===== src/hdl/dacs_pkg.sv =====
// Shared types and constants for the chunk encoder.
// Holds table entry layout, register indexes, reset values and FSM codes.
`default_nettype none

package dacs_pkg;

    localparam int MAX_LEVELS  = 32;
    localparam int VALUE_BITS  = 32;
    localparam int LVL_W       = $clog2(MAX_LEVELS);
    localparam int CW_W        = 6;
    localparam int BASE_W      = VALUE_BITS + 1;
    localparam int LIST_LEN    = 8;
    localparam int LIST_IDX_W  = $clog2(LIST_LEN);
    localparam int LIST_W      = LIST_LEN * CW_W;
    localparam int LCNT_W      = 4;
    localparam int LVCNT_W     = LVL_W + 1;
    localparam int CFG_DATA_W  = LIST_W;
    localparam int CFG_ADDR_W  = 2;
    localparam int S_TDATA_W   = ((VALUE_BITS + 7) / 8) * 8;
    localparam int M_FIELDS_W  = LVL_W + VALUE_BITS + CW_W;
    localparam int M_TDATA_W   = ((M_FIELDS_W + 7) / 8) * 8;
    localparam int M_TUSER_W   = 3;

    localparam logic [CW_W-1:0]    MAX_CW     = CW_W'(VALUE_BITS);
    localparam logic [BASE_W-1:0]  BASE_CAP   = BASE_W'(1) << VALUE_BITS;

    localparam logic [LIST_W-1:0]  RESET_WIDTHS     = 48'd17871427092740;
    localparam logic [LCNT_W-1:0]  RESET_LIST_COUNT = 4'd8;
    localparam logic [LVCNT_W-1:0] RESET_LEVELS     = 6'd8;

    localparam logic [CFG_ADDR_W-1:0] CFG_WIDTH_LIST  = 2'd0;
    localparam logic [CFG_ADDR_W-1:0] CFG_LIST_COUNT  = 2'd1;
    localparam logic [CFG_ADDR_W-1:0] CFG_LEVEL_COUNT = 2'd2;

    typedef struct packed {
        logic [BASE_W-1:0] base;
        logic [CW_W-1:0]   width;
    } lvl_entry_t;

    typedef enum logic [3:0] {
        ST_CLEAR  = 4'b0001,
        ST_IDLE   = 4'b0010,
        ST_SEARCH = 4'b0100,
        ST_EMIT   = 4'b1000
    } enc_state_t;

endpackage

`default_nettype wire


===== src/hdl/dacs_chunk_encoder.sv =====
// Per-level throughput: one probe of the level table per cycle, and one chunk per cycle
// while the output register is free (m_tready high or m_tvalid low). An item of top level j
// is probed from level 1 up to a miss or the last level in use, then gives j + 1 chunks.
// The level table is a single-port-read memory: each probe and each chunk is one read.
// Reset (aresetn low, synchronous) and every config write start a rebuild of all 32 table
// entries, one entry per cycle; s_tready stays low until it completes.
`default_nettype none

module dacs_chunk_encoder
    import dacs_pkg::*;
(
    input  wire logic                  aclk,
    input  wire logic                  aresetn,

    input  wire logic                  cfg_wr_en,
    input  wire logic [CFG_ADDR_W-1:0] cfg_addr,
    input  wire logic [CFG_DATA_W-1:0] cfg_wdata,

    input  wire logic                  s_tvalid,
    output logic                       s_tready,
    input  wire logic [S_TDATA_W-1:0]  s_tdata,   // [31:0] value

    output logic                       m_tvalid,
    input  wire logic                  m_tready,
    output logic [M_TDATA_W-1:0]       m_tdata,   // [4:0] level, [36:5] chunk, [42:37] chunk_width
    output logic [M_TUSER_W-1:0]       m_tuser,   // [0] stop, [1] in_bitmap, [2] overflow
    output logic                       m_tlast
);

    // configuration
    logic [LIST_W-1:0]  width_list_reg;
    logic [LCNT_W-1:0]  list_count_reg;
    logic [LVCNT_W-1:0] level_count_reg;

    // level table
    lvl_entry_t         lvl_mem [MAX_LEVELS];
    lvl_entry_t         rd_data_reg;
    logic [LVL_W-1:0]   rd_addr;
    logic               wr_en;
    lvl_entry_t         wr_data;

    // rebuild
    logic [LVL_W-1:0]   reb_idx_reg, reb_idx_next;
    logic [CW_W-1:0]    reb_exp_reg, reb_exp_next;
    logic [BASE_W-1:0]  reb_base_reg, reb_base_next;

    // item control
    enc_state_t         state_reg, state_next;
    logic [VALUE_BITS-1:0] val_reg, val_next;
    logic [VALUE_BITS-1:0] rem_reg, rem_next;
    logic [LVL_W-1:0]   probe_reg, probe_next;
    logic [LVL_W-1:0]   top_reg, top_next;
    logic [LVL_W-1:0]   lvl_reg, lvl_next;

    // output register
    logic               m_valid_reg, m_valid_next;
    logic [M_TDATA_W-1:0] m_data_reg, m_data_next;
    logic [M_TUSER_W-1:0] m_user_reg, m_user_next;
    logic               m_last_reg, m_last_next;

    // derived
    logic [LVCNT_W-1:0] levels;
    logic [LCNT_W-1:0]  list_n;
    logic [LIST_IDX_W-1:0] fld_idx;
    logic [CW_W-1:0]    fld_raw, fld_w;
    logic [CW_W:0]      exp_sum;
    logic [CW_W-1:0]    exp_sat;
    logic [BASE_W:0]    base_sum;
    logic               accept;
    logic               hit;
    logic               probe_more;
    logic               out_free;
    logic               fin;
    logic [CW_W-1:0]    cur_w;
    logic [VALUE_BITS-1:0] chunk_mask, chunk_val, rem_shift;
    logic               in_bitmap;
    logic               ovf;

    // ---------------- configuration registers ----------------
    always_ff @(posedge aclk) begin
        if (!aresetn) begin
            width_list_reg  <= RESET_WIDTHS;
            list_count_reg  <= RESET_LIST_COUNT;
            level_count_reg <= RESET_LEVELS;
        end else if (cfg_wr_en) begin
            unique case (cfg_addr)
                CFG_WIDTH_LIST:  width_list_reg  <= cfg_wdata;
                CFG_LIST_COUNT:  list_count_reg  <= cfg_wdata[LCNT_W-1:0];
                CFG_LEVEL_COUNT: level_count_reg <= cfg_wdata[LVCNT_W-1:0];
                default: ;
            endcase
        end
    end

    always_comb begin
        if (level_count_reg == '0)
            levels = LVCNT_W'(1);
        else if (level_count_reg > LVCNT_W'(MAX_LEVELS))
            levels = LVCNT_W'(MAX_LEVELS);
        else
            levels = level_count_reg;

        if (list_count_reg == '0)
            list_n = LCNT_W'(1);
        else if (list_count_reg > LCNT_W'(LIST_LEN))
            list_n = LCNT_W'(LIST_LEN);
        else
            list_n = list_count_reg;
    end

    // ---------------- table rebuild ----------------
    always_comb begin
        if ({{(LVL_W+1-LCNT_W){1'b0}}, list_n} > {1'b0, reb_idx_reg})
            fld_idx = reb_idx_reg[LIST_IDX_W-1:0];
        else
            fld_idx = LIST_IDX_W'(list_n - LCNT_W'(1));

        fld_raw = width_list_reg[fld_idx * CW_W +: CW_W];
        if (fld_raw == '0)
            fld_w = CW_W'(1);
        else if (fld_raw > MAX_CW)
            fld_w = MAX_CW;
        else
            fld_w = fld_raw;

        exp_sum = {1'b0, reb_exp_reg} + {1'b0, fld_w};
        exp_sat = (exp_sum > {1'b0, MAX_CW}) ? MAX_CW : exp_sum[CW_W-1:0];

        base_sum = {1'b0, reb_base_reg} + ((BASE_W+1)'(1) << exp_sat);
        reb_base_next = (base_sum > {1'b0, BASE_CAP}) ? BASE_CAP : base_sum[BASE_W-1:0];
        reb_exp_next  = exp_sat;
        reb_idx_next  = reb_idx_reg + LVL_W'(1);

        wr_en         = (state_reg == ST_CLEAR);
        wr_data.base  = reb_base_reg;
        wr_data.width = fld_w;
    end

    always_ff @(posedge aclk) begin
        if (!aresetn || cfg_wr_en) begin
            reb_idx_reg  <= '0;
            reb_exp_reg  <= '0;
            reb_base_reg <= '0;
        end else if (state_reg == ST_CLEAR) begin
            reb_idx_reg  <= reb_idx_next;
            reb_exp_reg  <= reb_exp_next;
            reb_base_reg <= reb_base_next;
        end
    end

    // ---------------- level table memory ----------------
    always_ff @(posedge aclk) begin
        if (wr_en)
            lvl_mem[reb_idx_reg] <= wr_data;
        rd_data_reg <= lvl_mem[rd_addr];
    end

    // ---------------- item datapath ----------------
    assign accept     = s_tvalid && s_tready;
    assign s_tready   = (state_reg == ST_IDLE) && !cfg_wr_en;
    assign out_free   = !m_valid_reg || m_tready;
    assign hit        = {1'b0, val_reg} >= rd_data_reg.base;
    assign probe_more = ({1'b0, probe_reg} + LVCNT_W'(1)) < levels;

    assign cur_w      = rd_data_reg.width;
    assign chunk_mask = VALUE_BITS'(~({(VALUE_BITS+1){1'b1}} << cur_w));
    assign chunk_val  = rem_reg & chunk_mask;
    assign rem_shift  = rem_reg >> cur_w;
    assign fin        = (lvl_reg == top_reg);
    assign in_bitmap  = ({1'b0, lvl_reg} + LVCNT_W'(1)) < levels;
    assign ovf        = fin && (rem_shift != '0);

    always_comb begin
        state_next   = state_reg;
        val_next     = val_reg;
        rem_next     = rem_reg;
        probe_next   = probe_reg;
        top_next     = top_reg;
        lvl_next     = lvl_reg;
        rd_addr      = '0;
        m_valid_next = m_valid_reg && !m_tready;
        m_data_next  = m_data_reg;
        m_user_next  = m_user_reg;
        m_last_next  = m_last_reg;

        unique case (state_reg)
            ST_CLEAR: begin
                if (reb_idx_reg == LVL_W'(MAX_LEVELS - 1))
                    state_next = ST_IDLE;
            end
            ST_IDLE: begin
                if (accept) begin
                    val_next   = s_tdata[VALUE_BITS-1:0];
                    rem_next   = s_tdata[VALUE_BITS-1:0];
                    top_next   = '0;
                    lvl_next   = '0;
                    probe_next = LVL_W'(1);
                    if (levels == LVCNT_W'(1)) begin
                        rd_addr    = '0;
                        state_next = ST_EMIT;
                    end else begin
                        rd_addr    = LVL_W'(1);
                        state_next = ST_SEARCH;
                    end
                end
            end
            ST_SEARCH: begin
                if (hit) begin
                    top_next = probe_reg;
                    rem_next = VALUE_BITS'({1'b0, val_reg} - rd_data_reg.base);
                end
                if (hit && probe_more) begin
                    probe_next = probe_reg + LVL_W'(1);
                    rd_addr    = probe_reg + LVL_W'(1);
                end else begin
                    rd_addr    = '0;
                    state_next = ST_EMIT;
                end
            end
            ST_EMIT: begin
                if (out_free) begin
                    m_valid_next = 1'b1;
                    m_data_next  = M_TDATA_W'({cur_w, chunk_val, lvl_reg});
                    m_user_next  = {ovf, in_bitmap, fin};
                    m_last_next  = fin;
                    rem_next     = rem_shift;
                    lvl_next     = lvl_reg + LVL_W'(1);
                    rd_addr      = lvl_reg + LVL_W'(1);
                    if (fin)
                        state_next = ST_IDLE;
                end else begin
                    rd_addr = lvl_reg;
                end
            end
            default: state_next = ST_CLEAR;
        endcase

        if (cfg_wr_en)
            state_next = ST_CLEAR;
    end

    always_ff @(posedge aclk) begin
        if (!aresetn) begin
            state_reg   <= ST_CLEAR;
            m_valid_reg <= 1'b0;
        end else begin
            state_reg   <= state_next;
            m_valid_reg <= m_valid_next;
        end
    end

    always_ff @(posedge aclk) begin
        val_reg    <= val_next;
        rem_reg    <= rem_next;
        probe_reg  <= probe_next;
        top_reg    <= top_next;
        lvl_reg    <= lvl_next;
        m_data_reg <= m_data_next;
        m_user_reg <= m_user_next;
        m_last_reg <= m_last_next;
    end

    assign m_tvalid = m_valid_reg;
    assign m_tdata  = m_data_reg;
    assign m_tuser  = m_user_reg;
    assign m_tlast  = m_last_reg;

    // ---------------- assertions ----------------
    a_emit_within_top: assert property (@(posedge aclk) disable iff (!aresetn)
        state_reg == ST_EMIT |-> lvl_reg <= top_reg)
        else $error("chunk level beyond top level");

    a_probe_in_range: assert property (@(posedge aclk) disable iff (!aresetn)
        state_reg == ST_SEARCH |-> {1'b0, probe_reg} < levels)
        else $error("table probe past levels in use");

    a_cfg_blocks_input: assert property (@(posedge aclk) disable iff (!aresetn)
        cfg_wr_en |=> !s_tready)
        else $error("input accepted during table rebuild");

    a_overflow_on_stop: assert property (@(posedge aclk) disable iff (!aresetn)
        m_valid_reg && m_user_reg[2] |-> m_user_reg[0] && m_last_reg)
        else $error("overflow flagged on a non-final chunk");

endmodule

`default_nettype wire


===== config.mk =====
export PLATFORM = sky130hd
export DESIGN_NAME = dacs_chunk_encoder
export DESIGN_NICKNAME = d
export VERILOG_FILES = /design/src/hdl/dacs_pkg.sv /design/src/hdl/dacs_chunk_encoder.sv
export SDC_FILE = /design/constraint.sdc
export NUM_CORES = 2
export LEC_CHECK = 0
export ABC_AREA = 1
export BUFFER_PORTS_ARGS = -buffer_cell sky130_fd_sc_hd__buf_2
export CORE_MARGIN = 5
export CORE_UTILIZATION = 33
export DETAILED_ROUTE_END_ITERATION = 10
export GPL_TIMING_DRIVEN = 0
export PLACE_DENSITY = 0.44
export SLEW_MARGIN = 20
export SYNTH_ARGS = -nofsm -noshare
export SYNTH_HDL_FRONTEND = slang
export SYNTH_SLANG_ARGS = --single-unit

===== constraint.sdc =====
create_clock -name aclk -period 19.7 [get_ports aclk]
set_clock_uncertainty 0.05 [all_clocks]
set_input_delay 0.985 -clock aclk [delete_from_list [all_inputs] [get_ports aclk]]
set_output_delay 0.985 -clock aclk [all_outputs]
set_load 0.02 [all_outputs]

Word-level counts from Yosys, hierarchy flattened. Memories as Yosys holds them, arrays and structs flattened. A register that Yosys moved wholly into a read port is not among the register bits. Index checks and enable logic that the tools add are counted.

Add/subtract/negate cells: 9. Multiply operators: 1. Order comparisons: 9. Equal/unequal tests: 16. Shift operators: 4. Mux-type cells: 36. Bitwise operators: 3. Reductions and logical operators: 30.

Operators with widths (count): 32-bit 2-to-1 mux (3); 32-bit one-hot mux with 3 select lines (1); 48-bit by 7-bit indexed part select with 6-bit output (1); 33-bit by 34-bit adder with 34-bit output (1); 34-bit by 33-bit > comparator with 1-bit output (second input constant) (1); 1-bit by 6-bit << shifter with 34-bit output (first input constant) (1); 32-bit by 33-bit >= comparator with 1-bit output (1); 33-bit 2-to-1 mux (1); 33-bit by 6-bit << shifter with 32-bit output (first input constant) (1); 32-bit bitwise AND (1); 4-bit 2-to-1 mux (8); 32-bit inverter (1); 32-bit nonzero test (1); 32-bit by 6-bit right shift with 32-bit output (1); 32-bit subtractor (1); 5-bit 2-to-1 mux (6); 6-bit 2-to-1 mux (5); 5-bit one-hot mux with 2 select lines (3); 4-bit one-hot mux with 4 select lines (1); 5-bit by 1-bit adder with 5-bit output (second input constant) (3); 5-bit one-hot mux with 3 select lines (1); 5-bit by 1-bit adder with 6-bit output (second input constant) (2); 6-bit > comparator (second input constant) (2); 6-bit logical NOT (2); 33 further kinds (59).

Register bits after elaboration: 233. RAM bits: 1248. Input bits: 87. Output and inout bits: 54. Logic and storage cells: 125. Memories kept: 1.

Memory list: lvl_mem (words 32, bits a word 39, rd ports 1, clocked after Yosys merged registers in 1, write ports 1, line dacs_chunk_encoder.sv:36) `lvl_entry_t lvl_mem [MAX_LEVELS];`.

Depth between registers and ports, before layout.
Word-level depth: 17. Mapped depth: 52. Gate-level depth less buffers: 49.

Worst setup path before layout. Ideal clock, no wire load.

Kind: reg-to-reg. Start: register reb_idx_reg[2]. End: register reb_base_reg[10]. Library setup time: 0.070 ns. Data arrival time: 7.406 ns. Data required time: 19.580 ns. Path slack: 12.173 ns. Stages on the path, launching flop included: 47. Buffers on the path: 2. Period minus slack after synthesis: 7.527 ns. Cells stage by stage: dfxtp_1 clkinv_1 ha_1 a21o_1 a22oi_1 nand2_1 nand2_1 nand2_1 o21ai_1 inv_1 clkbuf_1 o21ai_0 o22ai_1 nand2_1 nand2_1 nor2_1 ha_1 a21oi_1 [... 11 more ...] nand3_1 nand2_1 nand2_1 nand2_1 nand2_1 nand2_1 nand2_1 nand2_1 nand2_1 nand2_1 nor2_1 nand2_1 nor2_1 nand3_1 nand2_1 buf_2 nand3_1 a21oi_1.

Longest elaborated chain between the ends: 14. Elaborated cells on any way between the ends: 15. Those cells by class: add/sub: 2; mul: 1; order compare: 4; shift: 2; mux: 5; reduce/logical: 1.

RTL lines: start, declared (line dacs_chunk_encoder.sv:43) `logic [LVL_W-1:0] reb_idx_reg, reb_idx_next;`; start signal, assigned (line dacs_chunk_encoder.sv:145) `reb_idx_reg <= reb_idx_next;`; 4-bit by 5-bit > comparator with 1-bit output (line dacs_chunk_encoder.sv:113) `if ({{(LVL_W+1-LCNT_W){1'b0}}, list_n} > {1'b0, reb_idx_reg})`; 3-bit 2-to-1 mux (*) (line dacs_chunk_encoder.sv:113); 3-bit by 2-bit multiplier with 5-bit output (*) (line dacs_chunk_encoder.sv:118) `fld_raw = width_list_reg[fld_idx * CW_W +: CW_W];`; 48-bit by 7-bit indexed part select with 6-bit output (*) (line dacs_chunk_encoder.sv:118); 6-bit > comparator (line dacs_chunk_encoder.sv:121) `else if (fld_raw > MAX_CW)`; 6-bit 2-to-1 mux (line dacs_chunk_encoder.sv:121); 6-bit 2-to-1 mux (*) (line dacs_chunk_encoder.sv:119) `if (fld_raw == '0)`; via fld_w[5] (line dacs_chunk_encoder.sv:65) `logic [CW_W-1:0] fld_raw, fld_w;`; 6-bit by 6-bit adder with 7-bit output (*) (line dacs_chunk_encoder.sv:126) `exp_sum = {1'b0, reb_exp_reg} + {1'b0, fld_w};`; 7-bit by 6-bit > comparator with 1-bit output (line dacs_chunk_encoder.sv:127) `exp_sat = (exp_sum > {1'b0, MAX_CW}) ? MAX_CW : exp_sum[CW_W-1:0];`; 6-bit 2-to-1 mux (*) (line dacs_chunk_encoder.sv:127); 1-bit by 6-bit << shifter with 34-bit output (*) (line dacs_chunk_encoder.sv:129) `base_sum = {1'b0, reb_base_reg} + ((BASE_W+1)'(1) << exp_sat);`; 33-bit by 34-bit adder with 34-bit output (*) (line dacs_chunk_encoder.sv:129); 34-bit by 33-bit > comparator with 1-bit output (line dacs_chunk_encoder.sv:130) `reb_base_next = (base_sum > {1'b0, BASE_CAP}) ? BASE_CAP : base_sum[BASE_W-1:0];`; 33-bit 2-to-1 mux (*) (line dacs_chunk_encoder.sv:130); end signal, assigned (line dacs_chunk_encoder.sv:147) `reb_base_reg <= reb_base_next;`; end, declared (line dacs_chunk_encoder.sv:45) `logic [BASE_W-1:0] reb_base_reg, reb_base_next;`.

Mark *: on every way through the listed nets, which the timed path passes. The rest lies on a longest branch. A chain may end at the register's enable or synchronous reset.

Worst setup path after layout.
Start: register reb_idx_reg[2]. End: register reb_base_reg[24].

The elaborated chain is that of the path after synthesis.

==> flow_summary.toml <==
[timing]
whs_ns = 0.3159
period_share = 0.4769
fin_ws_ns = 10.30
relSlewSlack = 0.2155
rsz0062_at_grt = "no"
setup_tns_ns = 0
finalHoldViolations = 0
drv_slew = 0
min_period_ns = 9.395
setup_violations = 0
max_freq_ghz = 0.1064
tightestPinTransition_ns = 1.177

[min_path]
min_from = "s_tdata[1]"
hold_class = "in -> reg"
hold_path_depth = 1
hold_end = "val_reg[1]$_DFFE_PP_"

[floorplanning]
die_w_um = 476.5
rows = 171
fp.dieArea_mm2 = 0.2270
start_util = 0.3313
die_h_um = 476.5
io_pins = 141
fp.coreArea_mm2 = 0.2167

[critical_path]
slowest_delay_ns = 0.53
worst_path_most_repeated_cell = "nand2_1"
path_class = "reg -> reg"
end_kind = "flip-flop"
cp_max_fo = 38
r2r_end = "reb_base_reg[24]$_SDFFE_PP0P_"
cp_slowest_cell = "nand2_4"
r2r_setup_slack_ns = 10.30
worstPathRequired_ns = 20.38
reg2reg_depth = 43
r2r-start = "reb_idx_reg[2]$_SDFFE_PP0P_"
arrival_ns = 10.07
cp-start-kind = "flip-flop"

[place]
gp_congestion = 0.9304
dp_slack_ns = 10.46
dp_hpwl_um = 202200
io_buffers = 135
placed_area_mm2 = 0.07862

[synth]
syn_avg_cell_area_um2 = 9.708
synth_seq_cells = 1519
synth_edf_count = 1373
yosysTopAreaCellShare = 0.5742
synth_seq_area_share = 0.6149
async_flop_share = 0
yosysUniqueCellTypes = 54
syn_area_mm2 = 0.07180
syn_inst = 7396
yosysWarnings = 0
synth_area_leaders = "edfxtp_1 (57%), nand3_1 (10%), nand2_1 (8.5%)"
yosysTopAreaCell = "edfxtp_1"
synthFlopType = "edfxtp_1"

[pwr]
leakagePower_nw = 34.10
pwr-share-seq = 0.462
peakVddDrop_mv = 0.06927
switching_share = 0.2754
power.density_mw_per_mm2 = 94.27
p_int_mw = 5.752
clock_power_share = 0.405
comb_power_share = 0.132
power_switching_mw = 2.186

[final_layout]
layout-drive-gt1-share = 0.1126
fin_nets = 8011
syn_to_final_growth_pct = 17.27
largest_reg_flops = 1248
n_fill_cell = 21630
fin_util = 0.3885
layout_common_cells = "nand2_1 (1621), nand3_1 (1488), edfxtp_1 (1373)"
final_common_cell = "nand2_1"
final_area_mm2 = 0.08420

[grt]
grt_pass1_vias = 53470
grt_overflow = 0
grt_first_pass_wirelength_um = 388000
antenna_found_initial = 36
grt_usage = 0.2347
grt_max_degree = 39

[detailed_routing]
drt_iter0_drc = 5065
wire_per_inst_um = 25.28
wl_um = 273900
drc = 0
ant_nets = 0
vias = 54990
viasPerCell = 5.074
dr.pass1.iters = 6

[clocking]
clk_path_buf_depth = 3
cts_made_buffers = 173
post-cts-setup-buffers = 0
h-tree-depth = 4
clockRootBuffer = "clkbuf_16"
hold_buffers = 0
cts_tree = "built"
cts_resized = 0
clkTransAtPathRegs_ns = 0.06
cts.sinks = 1519
insertion_delay_ns = 0.84

[run_status]
status = "finished clean"

[run]
drv_cap = 0
==> power groups by stage <==
stage,Combinational (mW),Sequential (mW),Clock (mW)
floorplan,0.582,3.72,0
global placement,0.939,3.80,0
detailed placement,1.04,3.74,0
CTS,1.04,3.67,3.28
global route,1.14,3.67,3.40
finish,1.05,3.67,3.22
==> cells by family after synthesis <==
kind of cell             after synthesis  share of synthesized area
buffers and inverters               1477                    0.08387
AO/OA/AOI/OAI                        513                    0.03970
adder cells (fa/ha/maj)               95                    0.01687
XOR/XNOR                              33                   0.004025
multiplexers                           8                   0.001115
flip-flops                          1519                     0.6149
AND/OR/NAND/NOR                     3750                     0.2394
other                                  1                 0.00005223
==> cells in the mapped netlist, types with 2 or more instances <==
cell type	number
a211oi_1	14
nand4_1	21
buf_2	229
mux2i_1	8
a21oi_1	207
nand3_1	1488
o22ai_1	5
clkbuf_1	127
a22oi_1	4
a22o_1	2
xor2_1	17
nand2_1	1622
nor2_1	271
nand2_2	6
ha_1	92
o21a_1	5
edfxtp_1	1373
xnor2_1	16
o21bai_1	7
o21ai_1	5
nand3b_1	275
nor3_1	36
buf_4	47
a21o_1	8
o311ai_0	3
nand3_2	2
buf_6	2
a21oi_2	2
inv_2	14
fa_1	3
inv_1	1036
clkinv_1	3
a221oi_1	3
o221ai_1	8
o21ai_0	197
o211ai_1	32
nor4_1	6
buf_1	19
or2_2	18
a31oi_1	4
dfxtp_1	146
==> final cells by class <==
class	instances	area, um2	area share
Clock buffer	227	4649	0.05522
Buffer	424	2072	0.02461
Tap cell	2854	3571	0.04241
Inverter	1053	3953	0.04694
Sequential cell	1519	44200	0.5249
Clock inverter	94	912.1	0.01083
Timing Repair Buffer	254	2905	0.03450
Antenna cell	8	20.02	0.0002377
Multi-Input combinational cell	4404	21920	0.2603
==> through the flow <==
stage	total power [mW]	instances
global route	8.217	10830
detailed placement	4.776	10510
floorplan	4.304	7400
finish	7.938	10840
global placement	4.735	10390
CTS	7.988	10830
==> per-layer routing <==
metal	up-vias	wire, um	share of wire	track usage
met5	-	0	0	0
met4	0	9020	0.033	0.07749
met3	392	13610	0.050	0.02497
met2	1720	131300	0.48	0.3975
met1	27000	119900	0.44	0.3154
li1	25880	-	-	-
==> critical path, delay by kind of cell, from the launching register on <==
| family | cells | cell delay (ns) |
|---|---|---|
| AOI/OAI and AO/OA | 9 | 1.69 |
| adders and majority gates | 4 | 1.45 |
| buffers and inverters | 4 | 1.15 |
| DFF | 1 | 0.43 |
| and+or+nand+nor | 26 | 4.53 |
==> worst max path at each step <==
stage                           startpoint                             to  slack (ns)  cells past startpoint
5_1_grt        reb_idx_reg[2]$_SDFFE_PP0P_  reb_base_reg[24]$_SDFFE_PP0P_        9.54                     43
2_1_floorplan  reb_idx_reg[2]$_SDFFE_PP0P_  reb_base_reg[10]$_SDFFE_PP0P_       12.17                     46
3_5_place_dp   reb_idx_reg[2]$_SDFFE_PP0P_  reb_base_reg[24]$_SDFFE_PP0P_       10.46                     41
3_3_place_gp   reb_idx_reg[2]$_SDFFE_PP0P_  reb_base_reg[29]$_SDFFE_PP0P_        7.59                     45
4_1_cts        reb_idx_reg[2]$_SDFFE_PP0P_  reb_base_reg[24]$_SDFFE_PP0P_       10.42                     41
6_report       reb_idx_reg[2]$_SDFFE_PP0P_  reb_base_reg[24]$_SDFFE_PP0P_       10.30                     43
Note: power is estimated with default switching activity, not from simulation.
